<file path="config.mk">
export PLATFORM = sky130hd
export DESIGN_NAME = smt_front
export DESIGN_NICKNAME = d
export VERILOG_FILES = /design/src/assert_macros.svh /design/src/smt_pkg.sv /design/src/smt_front.sv
export SDC_FILE = /design/constraint.sdc
export NUM_CORES = 1
export LEC_CHECK = 0
export BUFFER_PORTS_ARGS = -buffer_cell sky130_fd_sc_hd__buf_2
export CAP_MARGIN = 20
export CORE_ASPECT_RATIO = 1.25
export CORE_MARGIN = 2
export CORE_UTILIZATION = 47
export DETAILED_ROUTE_END_ITERATION = 10
export PLACE_DENSITY = 0.94
export REMOVE_ABC_BUFFERS = 1
export SLEW_MARGIN = 15
export SYNTH_ARGS = -nofsm -noshare
export SYNTH_HDL_FRONTEND = slang
export SYNTH_SLANG_ARGS = --single-unit
export TNS_END_PERCENT = 5
</file>
<file path="constraint.sdc">
create_clock -name i_clk -period 4.13 [get_ports i_clk]
set_input_delay 0.826 -clock i_clk [delete_from_list [all_inputs] [get_ports i_clk]]
set_output_delay 0.826 -clock i_clk [all_outputs]
set_load 0.02 [all_outputs]
</file>
<file path="src/assert_macros.svh">
// Assertion macros shared by the streaming transpose RTL
`ifndef ASSERT_MACROS_SVH
`define ASSERT_MACROS_SVH

// Check that the consequent holds whenever the antecedent holds
`define SMT_ASSERT_IMPLIES(label, ante, cons, msg) \
    label: assert property (@(posedge i_clk) disable iff (!i_rst_n) \
        (ante) |-> (cons)) else $error(msg);

// Check that a condition never holds
`define SMT_ASSERT_NEVER(label, cond, msg) \
    label: assert property (@(posedge i_clk) disable iff (!i_rst_n) \
        !(cond)) else $error(msg);

`endif

</file>
<file path="src/smt_pkg.sv">
// Types and constants shared by the streaming matrix transpose block
package smt_pkg;

    localparam int SIZE_W  = 7;
    localparam int COL_W   = 6;
    localparam int VALUE_W = 32;

    // Column job queue between front and back
    localparam int JOB_DEPTH = 4;
    localparam int JOB_PW    = $clog2(JOB_DEPTH);
    localparam int JOB_CW    = $clog2(JOB_DEPTH + 1);

    localparam logic KIND_SIZE    = 1'b0;
    localparam logic KIND_ELEMENT = 1'b1;

    typedef struct packed {
        logic               kind;
        logic [SIZE_W-1:0]  matrix_size;
        logic [VALUE_W-1:0] element_value;
    } t_in;

    typedef struct packed {
        logic [VALUE_W-1:0] out_value;
        logic [COL_W-1:0]   out_column;
        logic               column_last;
    } t_out;

    // One column ready to stream out
    typedef struct packed {
        logic [COL_W-1:0]  col;
        logic [SIZE_W-1:0] side;
    } t_job;

    // Store write request from the front
    typedef struct packed {
        logic               en;
        logic [COL_W-1:0]   col;
        logic [COL_W-1:0]   row;
        logic [VALUE_W-1:0] value;
    } t_wr_req;

endpackage

</file>
<file path="src/smt_front.sv">
// Front end: takes size and element requests, tracks position, issues store writes and jobs
module smt_front
    import smt_pkg::*;
#(
    parameter int MAX_SIDE = 64
) (
    input  logic    i_clk,
    input  logic    i_rst_n,
    input  logic    i_valid,
    output logic    o_stall,
    input  t_in     i_data,
    input  logic    i_back_idle,
    input  logic    i_job_full,
    output t_wr_req o_wr,
    output logic    o_push,
    output t_job    o_job
);

    localparam int IW  = (MAX_SIDE > 1) ? $clog2(MAX_SIDE) : 1;
    localparam int SZW = $clog2(MAX_SIDE + 1);

    logic [SZW-1:0] r_size, n_size;
    logic [IW-1:0]  r_row, n_row;
    logic [IW-1:0]  r_col, n_col;
    logic           r_done, n_done;
    logic           r_same, n_same;

    logic           drop;
    logic           last_row;
    logic           last_col;
    logic           ok;
    logic           accept;
    logic [SZW-1:0] sat_size;

    // Classify the request at the head of the input
    always_comb begin
        drop     = r_done || (r_size == '0);
        last_row = (SZW'(r_row) == r_size - SZW'(1));
        last_col = (SZW'(r_col) == r_size - SZW'(1));
        if (i_data.matrix_size > SIZE_W'(MAX_SIDE)) begin
            sat_size = SZW'(MAX_SIDE);
        end else begin
            sat_size = SZW'(i_data.matrix_size);
        end
        // Hold an element while the back could still read what it overwrites
        if (i_data.kind == KIND_SIZE || drop) begin
            ok = 1'b1;
        end else begin
            ok = (i_back_idle || (r_same && last_row)) && (!last_row || !i_job_full);
        end
        accept = i_valid && ok;
    end

    assign o_stall = !ok;

    // Store write and column job
    always_comb begin
        o_wr.en    = accept && (i_data.kind == KIND_ELEMENT) && !drop;
        o_wr.col   = COL_W'(r_col);
        o_wr.row   = COL_W'(r_row);
        o_wr.value = i_data.element_value;
        o_push     = o_wr.en && last_row;
        o_job.col  = COL_W'(r_col);
        o_job.side = SIZE_W'(r_size);
    end

    // Advance the position counters
    always_comb begin
        n_size = r_size;
        n_row  = r_row;
        n_col  = r_col;
        n_done = r_done;
        n_same = r_same;
        if (accept && i_data.kind == KIND_SIZE) begin
            n_size = sat_size;
            n_row  = '0;
            n_col  = '0;
            n_done = (sat_size == '0);
            n_same = 1'b0;
        end else if (o_wr.en) begin
            if (last_row) begin
                n_same = 1'b1;
            end
            if (last_col) begin
                n_col = '0;
                if (last_row) begin
                    n_row  = '0;
                    n_done = 1'b1;
                end else begin
                    n_row = r_row + IW'(1);
                end
            end else begin
                n_col = r_col + IW'(1);
            end
        end
    end

    always_ff @(posedge i_clk) begin
        if (!i_rst_n) begin
            r_size <= '0;
            r_row  <= '0;
            r_col  <= '0;
            r_done <= 1'b1;
            r_same <= 1'b0;
        end else begin
            r_size <= n_size;
            r_row  <= n_row;
            r_col  <= n_col;
            r_done <= n_done;
            r_same <= n_same;
        end
    end

endmodule

</file>
==> metrics.md <==
| Metric | Value |
|---|---|
| Outcome | finished clean |
| Final-report setup violation count | 0 |
| Reg area | roughly 420 um^2 |
| Fill count | 339 |
| Worst IR drop on VDD | 0.160 mV |
| Routed vias | 1480 |
| PortBufs | 40 |
| Final slew viol count | 0 |
| Seq cells post-synth | 21 |
| Leakage power | between 0.0007 and 0.0008 uW |
| CP top delay family | simple AND/OR/NAND/NOR gates |
| Initial antenna violation count | 0 |
| # nets final | 258 |
| Root buffer cell | clkbuf_8 |
| Worst path max stage delay | between 0.5 and 0.6 ns |
| GR Util All Layers | 0.240 |
| Yosys top cell by area | dfxtp_1 |
| Slew Limit Headroom | 0.497 |
| Avg Vias per Cell | between 5 and 6 |
| # resized after CTS | 0 |
| Period utilization | 0.893 |
| Clock buffer depth | 2 |
| IO Pins | 105 |
| Slowest cell on the critical path | or4_4 |
| CP Cell Sequence | inv_1, ha_1, xnor2_1, xnor2_1, or4_4, o31ai_4, and2_1, buf_2 |
| Worst-Margin Slew | approximately 0.75 ns |
| Crit Path Class | register to primary output |
| RSZ-0062 raised after global routing | no |
| Starting density of the core | 0.494 |
| Layout Area Growth over Synthesis | -1.44% |
| Die Wd | about 58 um |
| Post-Syn Area | 1730 um^2 |
| Worst clock skew | 0.00141 ns |
| P per Cell Area | 241 nW/um^2 |
| Final wirelength | 4870 um |
| Die H | 71.9 um |
| Final WS setup | 0.443 ns |
| EDFF count, synth | 0 |
| Ranking of synthesized cells by area | dfxtp_1, buf_4, xnor2_1 |
| Clk_lat worst skew | 0.26 ns |
| WL per Instance | 19.7 um |
| Total grt overflow | 0 |
| Synthesis warning total | 0 |
| Vias in the first global route | 1356 |
| Post-synth top cells | buf_4, dfxtp_1, nand2_1, nor2_1, xnor2_1 |
| # rows | 24 |
| CP Data Required Time | 3.30 ns |
| Synth unique cells | 49 |
| Hold Buf Count CTS | 0 |
| Seq/Total Area, Yosys | 0.242 |
| Num CTS Buffers | 3 |
| Multi-input gate area | roughly 960 um^2 |
| Clock Sinks | 21 |
| CORE AREA | 3510 um^2 |
| TNS Setup | 0 ns |
| Post-Synthesis Cells | 208 |
| DRT Pass-1 Iters | 4 |
| Syn_area_per_cell | roughly 8.3 um^2 |
| Max frequency | 271 MHz |
| Die area | 4190 um^2 |
| Largest net degree at the start of global routing | 14 |
| Endpoint class of the critical path | primary output |
| Antenna-violating nets left | 0 |
| Max Cap Viol | 0 |
| Most common cell in the netlist | buf_4 |
| Diode count | 0 |
| Share of layout cells above drive strength 1 | 0.231 |
| Hold Path Class | register to register |
| Critical path startpoint category | register |
| First-iteration detailed-routing DRC count | 47 |
| DRC | 0 |
| H-Tree Depth | 1 |
| Final worst path period need | 3.69 ns |
| Top cell by count, worst path | xnor2_1 |
| Reg clk slew, reported paths | 0.07 ns |
| Dominant synthesized flop cell | dfxtp_1 |
| Ys async rst share | 0 |
| CTS tree | built |
| Critical path arrival | 2.86 ns |
| First-pass GRT wire length | 7420 um |
| Synth top area share | 0.242 |
| Pre-CTS WS | ~0.76 ns |
| Routability Congestion | 0.928 |
| Worst-path fanout max | 11 |
| Number of setup buffers added after CTS | 0 |
| DPL Wire Length | 4020 um |
| Critical path buffers and inverters | 2 |
| Final Hold Viols | 0 |
==> sequential cells by signal, summed over array words and instances, names as in the netlist <==
signal and flops:
r_done 1, r_size 7, r_row 6, r_same 1
r_col 6
==> worst paths after layout <==
kind	from	to	slack [ns]	cells after the start
setup / recovery	r_size[0]$_SDFFE_PN0P_	o_wr[44]	0.44	8
hold / removal	r_same$_SDFFE_PP0P_	r_same$_SDFFE_PP0P_	0.50	1
setup reg to reg	r_size[0]$_SDFFE_PN0P_	r_col[3]$_SDFFE_PP0N_	1.20	9
hold reg to reg	r_same$_SDFFE_PP0P_	r_same$_SDFFE_PP0P_	0.50	1
==> final cells by class <==
type / instances / share of cell area
multi-input cells: 135 / 0.564
flip-flops and latches: 21 / 0.246
repair buffers: 40 / 0.117
well taps: 39 / 0.0286
clock buffers: 4 / 0.0264
inverters: 8 / 0.0176
==> where the power goes <==
part / switching, uW / total, uW / internal [uW] / leakage, uW
sequential: 5.71 / 211 / 205 / 0.000170
combinational: 36.0 / 65.1 / 29.1 / 0.000597
clock: 66.2 / 135 / 68.8 / 0.0000228
total: 108 / 411 / 303 / 0.000789
==> worst register-to-register path, delay by kind of cell (launching register included) <==
kind | cells | cell delay, ns
buffers and inverters | 1 | 0.10
flip-flops | 1 | 0.46
AND/OR/NAND/NOR | 3 | 1.02
XOR/XNOR | 2 | 0.36
AO/OA/AOI/OAI | 2 | 0.63
adder cells (fa/ha/maj) | 1 | 0.26
==> cells in the final DEF (no fill, tap or decap), types with 2 or more instances in the layout <==
master / synthesis / final
mux2i_1: 5 / 5
or3_1: 3 / 3
o21a_1: 3 / 3
a22o_1: 3 / 3
nand4_1: 4 / 4
and2_1: 2 / 2
a311oi_1: 2 / 2
a21oi_1: 7 / 7
o21ai_1: 2 / 2
a32o_1: 3 / 3
nor2b_1: 3 / 3
xor2_1: 4 / 4
nor2_1: 12 / 12
nor4_1: 2 / 2
nand3_1: 2 / 2
xnor2_1: 12 / 12
nor3_1: 4 / 4
nand2b_1: 4 / 4
ha_1: 4 / 4
xnor3_1: 2 / 2
o21ai_0: 6 / 6
and3_1: 5 / 5
clkbuf_8: 0 / 3
nor3b_1: 5 / 5
inv_1: 8 / 8
buf_2: 3 / 40
dfxtp_1: 21 / 21
nand2_1: 18 / 18
==> per-stage QoR <==
step           utilization  instance area [um^2]  power, uW  hold slack [ns]  std cells
2_1_floorplan            -                  1420        261            0.463        164
3_3_place_gp         0.474                  1660        279            0.480        243
3_5_place_dp         0.474                  1660        280            0.491        243
4_1_cts              0.486                  1710        412            0.509        247
5_1_grt              0.486                  1710        428            0.550        247
6_report             0.486                  1710        411            0.504        247
==> per-layer routing <==
metal,vias to the layer above,global-route usage,part of all wire
met5,-,0.0649,0.0070
met4,2,0.0594,0.013
met3,11,0.212,0.20
met2,90,0.370,0.45
met1,682,0.233,0.33
li1,695,-,-
==> cell families after synthesis <==
group	share of synthesized area
xor gates and xnor gates	0.107
muxes	0.0289
and+or+nand+nor	0.226
adders and majority gates	0.0289
DFF	0.242
AOI/OAI and AO/OA	0.166
buffers and inverters	0.201
(Power assumes the default switching activity.)
