### src/assert_macros.svh
// Assertion macros shared by the streaming transpose RTL
`ifndef ASSERT_MACROS_SVH
`define ASSERT_MACROS_SVH

// Check that the consequent holds whenever the antecedent holds
`define SMT_ASSERT_IMPLIES(label, ante, cons, msg) \
    label: assert property (@(posedge i_clk) disable iff (!i_rst_n) \
        (ante) |-> (cons)) else $error(msg);

// Check that a condition never holds
`define SMT_ASSERT_NEVER(label, cond, msg) \
    label: assert property (@(posedge i_clk) disable iff (!i_rst_n) \
        !(cond)) else $error(msg);

`endif

### src/smt_pkg.sv
// Types and constants shared by the streaming matrix transpose block
package smt_pkg;

    localparam int SIZE_W  = 7;
    localparam int COL_W   = 6;
    localparam int VALUE_W = 32;

    // Column job queue between front and back
    localparam int JOB_DEPTH = 4;
    localparam int JOB_PW    = $clog2(JOB_DEPTH);
    localparam int JOB_CW    = $clog2(JOB_DEPTH + 1);

    localparam logic KIND_SIZE    = 1'b0;
    localparam logic KIND_ELEMENT = 1'b1;

    typedef struct packed {
        logic               kind;
        logic [SIZE_W-1:0]  matrix_size;
        logic [VALUE_W-1:0] element_value;
    } t_in;

    typedef struct packed {
        logic [VALUE_W-1:0] out_value;
        logic [COL_W-1:0]   out_column;
        logic               column_last;
    } t_out;

    // One column ready to stream out
    typedef struct packed {
        logic [COL_W-1:0]  col;
        logic [SIZE_W-1:0] side;
    } t_job;

    // Store write request from the front
    typedef struct packed {
        logic               en;
        logic [COL_W-1:0]   col;
        logic [COL_W-1:0]   row;
        logic [VALUE_W-1:0] value;
    } t_wr_req;

endpackage

### src/smt_job_fifo.sv
// Short queue of column jobs between the front and the back
module smt_job_fifo
    import smt_pkg::*;
(
    input  logic i_clk,
    input  logic i_rst_n,
    input  logic i_push,
    input  t_job i_job,
    output logic o_full,
    input  logic i_pop,
    output t_job o_job,
    output logic o_empty
);

    t_job              r_mem [JOB_DEPTH];
    logic [JOB_PW-1:0] r_wp, n_wp;
    logic [JOB_PW-1:0] r_rp, n_rp;
    logic [JOB_CW-1:0] r_cnt, n_cnt;

    assign o_full  = (r_cnt == JOB_CW'(JOB_DEPTH));
    assign o_empty = (r_cnt == '0);
    assign o_job   = r_mem[r_rp];

    // Move pointers and count
    always_comb begin
        n_wp  = r_wp;
        n_rp  = r_rp;
        n_cnt = r_cnt;
        if (i_push) begin
            n_wp = r_wp + JOB_PW'(1);
        end
        if (i_pop) begin
            n_rp = r_rp + JOB_PW'(1);
        end
        case ({i_push, i_pop})
            2'b10:   n_cnt = r_cnt + JOB_CW'(1);
            2'b01:   n_cnt = r_cnt - JOB_CW'(1);
            default: n_cnt = r_cnt;
        endcase
    end

    always_ff @(posedge i_clk) begin
        if (!i_rst_n) begin
            r_wp  <= '0;
            r_rp  <= '0;
            r_cnt <= '0;
        end else begin
            r_wp  <= n_wp;
            r_rp  <= n_rp;
            r_cnt <= n_cnt;
        end
    end

    // Hold job payloads
    always_ff @(posedge i_clk) begin
        if (i_push) begin
            r_mem[r_wp] <= i_job;
        end
    end

endmodule

### config.mk
export PLATFORM = sky130hd
export DESIGN_NAME = smt_job_fifo
export DESIGN_NICKNAME = d
export VERILOG_FILES = /design/src/assert_macros.svh /design/src/smt_pkg.sv /design/src/smt_job_fifo.sv
export SDC_FILE = /design/constraint.sdc
export NUM_CORES = 1
export LEC_CHECK = 0
export ABC_AREA = 1
export BUFFER_PORTS_ARGS = -buffer_cell sky130_fd_sc_hd__buf_2
export CORE_MARGIN = 1.5
export CORE_UTILIZATION = 45
export CTS_CLUSTER_SIZE = 24
export DETAILED_ROUTE_END_ITERATION = 8
export GPL_TIMING_DRIVEN = 0
export PLACE_DENSITY_LB_ADDON = 0.08
export SLEW_MARGIN = 15
export SYNTH_ARGS = -nofsm -noshare
export SYNTH_HDL_FRONTEND = slang
export SYNTH_SLANG_ARGS = --single-unit
### constraint.sdc
create_clock -name i_clk -period 3.4 [get_ports i_clk]
set_input_delay 0.68 -clock i_clk [delete_from_list [all_inputs] [get_ports i_clk]]
set_output_delay 0.68 -clock i_clk [all_outputs]
set_load 0.005 [all_outputs]
==> results.toml, run 1 <==
[pwr]
internal-power_uw = 1343
p_per_area_nw_per_um2 = 597.7
switchingPower_uw = 375.1
power_leakage_uw = 0.001114
ir_drop_v = 0.0002848
fin_total_pwr_uw = 1718
clockPowerShare_pct = 40.3
netSwitchingFraction_pct = 21.84
pwr-share-comb_pct = 9.5
seqPwrFrac_pct = 50.2

[sta]
hold_viol_final = 0
final-setup-viol-count = 0
drv_slew = 0
tightest_slew_ps = 610.0
min_period_over_period_pct = 63.88
relSlewSlack_pct = 59.29
min_period_ps = 2172
setup_tns_ps = 0
rsz0062_at_grt = "no"
clock.fmax_mhz = 460.4
clock_skew_ps = 7.916
holdWs_ps = 451.1

[critical_path]
crit_family = "flip-flops"
critPathRequiredTime_ps = 2720
crit_slowest_cell = "dfxtp_1"
cp-start-kind = "register"
worstPathCellList = "buf_2 > o21ai_0 > o22ai_1 > buf_2"
cp_max_fo = 10
slowest_delay_ps = 430
crit_type = "register to primary output"
crit_arrival_ps = 1490
crit_top_cell = "buf_2"
r2r_setup_slack_ps = 1960
worst-path-buf-inv = 2
worstSetupEndpointType = "primary output"

[drt]
via_per_inst = 5.003
ant_nets = 0
via_count = 1501
drc = 0
wire_per_inst_um = 15.52
dr.pass1.iters = 4
wirelength_um = 4656
drtIter0Drc = 83

[die]
start_util_pct = 47.01
core.rowCount = 26
die_area_sq_um = 5818
core_area_sq_um = 5140
die_x_um = 76.28
die_height_um = 76.28
pin_count = 32

[clocking]
cts.sinks = 61
clk_pin_slew_ps = 60
cts_buffers = 9
holdBufCountCts = 0
insertion_delay_ps = 340
clock_path_buffers = 2
post_cts_buffers = 0
cts_root_buf = "clkbuf_8"
cts_tree = "done"
cts_htree_levels = 3
cts_resized = 0

[grt]
grt_pass1_wl_um = 7672
antenna_found_initial = 0
overflow = 0
grt_max_degree = 14
grt_pass1_vias = 1516
grt_use_total_pct = 18.13

[cells_and_area]
nets = 248
fin_util_pct = 55.92
num-fill-cells = 487
antenna-diode-count = 0
area_growth_pct = 18.95
drive_gt1_share_pct = 25.22

[synthesis]
ys_seq_area_share_pct = 72.09
synth_fp_nets = 206
syn_area_sq_um = 2416
syn_inst = 183
synthDistinctLibCells = 23
yosys_warnings = 0
yosys_register_bits = 61
post_synth.cell_area_avg_sq_um = 13.20

[placed_design]
gp_routability_congestion = 0.7382
port_buffers = 31
dp_hpwl_um = 2981

[status]
outcome = "finished, final reports clean"

[min_path]
hp-class = "register to register"

[run]
cap_violations = 0
==> through the flow <==
| stage | worst slack (ps) | cell area [sq um] | instances |
|---|---|---|---|
| after detailed placement | 1410 | 2659 | 284 |
| after global placement | 1463 | 2659 | 284 |
| after global routing | 1117 | 2874 | 300 |
| after floorplan | 1657 | 2416 | 183 |
| after CTS | 1213 | 2874 | 300 |
| final | 1228 | 2874 | 300 |
==> synth_stat cells, drive strengths merged <==
library cell  number  area [sq um]
edfxtp            52          1562
o22ai             13         81.33
dfxtp              9         180.2
buf                7         78.83
ha                 5         62.56
nor2              29         116.4
nand4              1         6.260
nand2              9         33.78
nand3              1         5.000
inv               17         71.31
o21ai             32         163.9
fa                 1         20.02
a21oi              5         25.02
nor3               2         10.01
==> worst paths after layout <==
kind,to,cells after the start,from
setup / recovery,o_job[5],4,register
hold / removal,r_rp[1],1,r_rp[1]
setup reg to reg,r_mem[2][2],4,r_wp[0]
hold reg to reg,r_rp[1],1,r_rp[1]
==> cell families after synthesis <==
family	synth area share (%)
buf+inv	6.214
fa+ha+maj	3.418
simple gates	7.095
flops	72.09
compound gates	11.19
==> power by group through the flow <==
stage | sequential, uW | combinational [uW] | clock (uW)
floorplan | 875 | 97.8 | 0
global placement | 877 | 159 | 0
detailed placement | 879 | 166 | 0
CTS | 863 | 167 | 710
global route | 865 | 185 | 740
finish | 862 | 163 | 693
==> state kept, by name, indices dropped and copies added, names as in the netlist, named ones only <==
signal	flops
r_cnt	3
r_rp	2
r_mem	52
r_wp	2
==> layout make-up <==
| cell class | count | area, sq um | share of cell area (%) |
|---|---|---|---|
| flip-flops and latches | 61 | 1742 | 60.60 |
| multi-input cells | 98 | 524.3 | 18.24 |
| repair buffers | 31 | 155.1 | 5.398 |
| clock buffers | 11 | 141.4 | 4.919 |
| well taps | 70 | 87.58 | 3.047 |
| plain buffers | 7 | 78.83 | 2.743 |
| clock inverters | 5 | 73.82 | 2.569 |
| inverters | 17 | 71.32 | 2.481 |
==> cells in the final DEF (no fill, tap or decap), types with 2 or more instances in the layout <==
cell,synthesis,layout
o21ai_1,6,6
nor2_2,3,3
o22ai_1,13,13
a21oi_1,5,5
buf_2,2,33
edfxtp_1,52,52
clkinv_2,0,2
clkbuf_8,0,10
ha_1,5,5
nor3_1,2,2
inv_1,15,15
dfxtp_1,9,9
o21ai_0,25,25
buf_8,2,2
bufinv_16,0,2
nor2_1,26,26
nand2_1,9,9
==> metal layers <==
metal | GRT usage, % | up-vias | wire, um
li1 | - | 739 | -
met4 | 12.22 | 0 | 130
met2 | 29.46 | 34 | 2321
met5 | 0 | - | 0
met1 | 21.53 | 716 | 2032
met3 | 4.072 | 12 | 172
(Power assumes the default switching activity.)
==> inputs of run 2 (changes only) <==
- clock period: 3.4 -> 1.9 ns (I/O delays scaled with it)
==> run 2 against run 1 <==
Sequential share of layout area fell by 0.088 points. Sequential cell count did not move. Clock-buffer cell count did not move. First-iteration DRC count rose by 8.4%. Sequential power rose by 79%. Clock skew fell by 2.3 ps. Setup slack got worse by 1100 ps. Final area rose by 0.22%. Critical path depth rose by 1. Wire length rose by 0.21%. Critical path type unchanged. Largest power group unchanged.
==> results.toml, run 2 (synthesized netlist as in run 1, its figures left out) <==
[clocking]
cts_resized = 0
cts_tree = "done"
clock_path_buffers = 2
clk_pin_slew_ps = 70
cts.sinks = 61
insertion_delay_ps = 340
cts_buffers = 9
cts_root_buf = "clkbuf_8"
cts_htree_levels = 3
holdBufCountCts = 0
post_cts_buffers = 0

[cells_and_area]
largest_reg_flops = 52
num-fill-cells = 488
finalNonFillerCells = 300
antenna-diode-count = 0
final_common_cell = "edfxtp_1"
regMostFlops = "r_mem"
final_cell_mix = "edfxtp_1, buf_2, nor2_1, o21ai_0, inv_1"
area_growth_pct = 19.21
nets = 248
top_regs = "r_mem (52), r_cnt (3)"
drive_gt1_share_pct = 25.65

[grt]
grt_pass1_vias = 1516
grt_use_total_pct = 18.13
grt_max_degree = 14
use_met3_pct = 4.072
top_usage_layer = "met2"
grt_util_met1_pct = 21.53
overflow = 0
antenna_found_initial = 0
grt_use_met2_pct = 29.46
grt_pass1_wl_um = 7672

[critical_path]
r2r-start = "r_wp[0]"
crit_type = "register to primary output"
r2r_setup_slack_ps = 460
crit_arrival_ps = 1400
slowest_delay_ps = 330
worst_r2r_path_depth = 4
endpoint = "o_job[5]"
worstPathCellList = "buf_6 > buf_4 > nor2_1 > o22ai_1 > buf_2"
critPathRequiredTime_ps = 1520
cp-start-kind = "register"
cp_max_fo = 10
worstSetupEndpointType = "primary output"
crit_slowest_cell = "dfxtp_1"
rr_endpoint = "r_mem[2][6]"

[sta]
clock_skew_ps = 5.598
final-setup-viol-count = 0
hold_viol_final = 0
holdWs_ps = 253.7
relSlewSlack_pct = 59.01
min_period_ps = 1782
clock.fmax_mhz = 561.0
rsz0062_at_grt = "no"
drv_slew = 0
min_period_over_period_pct = 93.81
tightest_slew_ps = 614.1
setup_tns_ps = 0

[die]
pin_count = 32
die_height_um = 76.28
core.rowCount = 26
die_x_um = 76.28
die_area_sq_um = 5818
start_util_pct = 47.01
core_area_sq_um = 5140

[pwr]
power_leakage_uw = 0.001116
ir_drop_v = 0.0005100
p_per_area_nw_per_um2 = 1068
fin_total_pwr_uw = 3077

[drt]
wirelength_um = 4666
dr.pass1.iters = 4
wire_per_inst_um = 15.55
drtIter0Drc = 90
ant_nets = 0
drc = 0
via_count = 1498
via_per_inst = 4.993

[placed_design]
gp_routability_congestion = 0.7382
dp_hpwl_um = 2981
placed_cells = 284
port_buffers = 31

[run]
cap_violations = 0

[min_path]
hp-class = "input pin to register"

[status]
outcome = "finished, final reports clean"
-- run 2: cell count changes in the layout (fill, tap and decap cells not counted) --
| cell | delta |
|---|---|
| clkbuf_4 | +2 |
| dfxtp_2 | +1 |
| buf_2 | -2 |
| dfxtp_1 | -1 |
-- run 2: layer usage --
layer | routed length [um] | share of wire (%)
met1 | 2016 | 43
met2 | 2344 | 50
met3 | 174 | 3.7
met4 | 130 | 2.8
met5 | 0 | 0
-- run 2: worst max-delay path: cells and delay by family, from the launching register on --
family                 cells  cell delay [ps]
AOI/OAI and AO/OA          1              170
and+or+nand+nor            1               60
buffers and inverters      3              510
DFF                        1              330
-- run 2: power breakdown --
part | leakage, uW | switching, uW | internal [uW]
Combinational | 0.000452 | 175 | 119
Sequential | 0.000553 | 23.5 | 1520
Clock | 0.000111 | 475 | 765
Total | 0.00112 | 673 | 2400
-- run 2: worst min path at each step --
stage / depth (start not counted) / from / slack (ps) / end
3_5_place_dp: 1 / r_rp[1] / 440 / register
3_3_place_gp: 1 / r_rp[1] / 430 / register
6_report: 1 / i_job[9] / 250 / r_mem[1][9]
4_1_cts: 1 / i_job[8] / 240 / r_mem[1][8]
2_1_floorplan: 1 / r_rp[1] / 410 / register
5_1_grt: 1 / i_job[9] / 240 / r_mem[1][9]
-- run 2: metrics by stage --
step | instance area, sq um | utilization, % | setup slack, ps
floorplan | 2416 | - | 456.7
global placement | 2659 | 51.73 | 263.0
detailed placement | 2659 | 51.73 | 210.0
CTS | 2874 | 55.92 | 13.46
global route | 2880 | 56.04 | 34.71
finish | 2880 | 56.04 | 117.6
-- run 2: layout make-up --
cell class                 instances  area [sq um]  share of cell area [%]
clock inverter                     5         73.82                   2.563
multi-input combinational         98         524.3                   18.20
timing repair buffer              31         155.1                   5.387
sequential                        61          1743                   60.51
inverter                          17         71.32                   2.476
buffer                             7         83.83                   2.911
tap                               70         87.58                   3.041
clock buffer                      11         141.4                   4.909
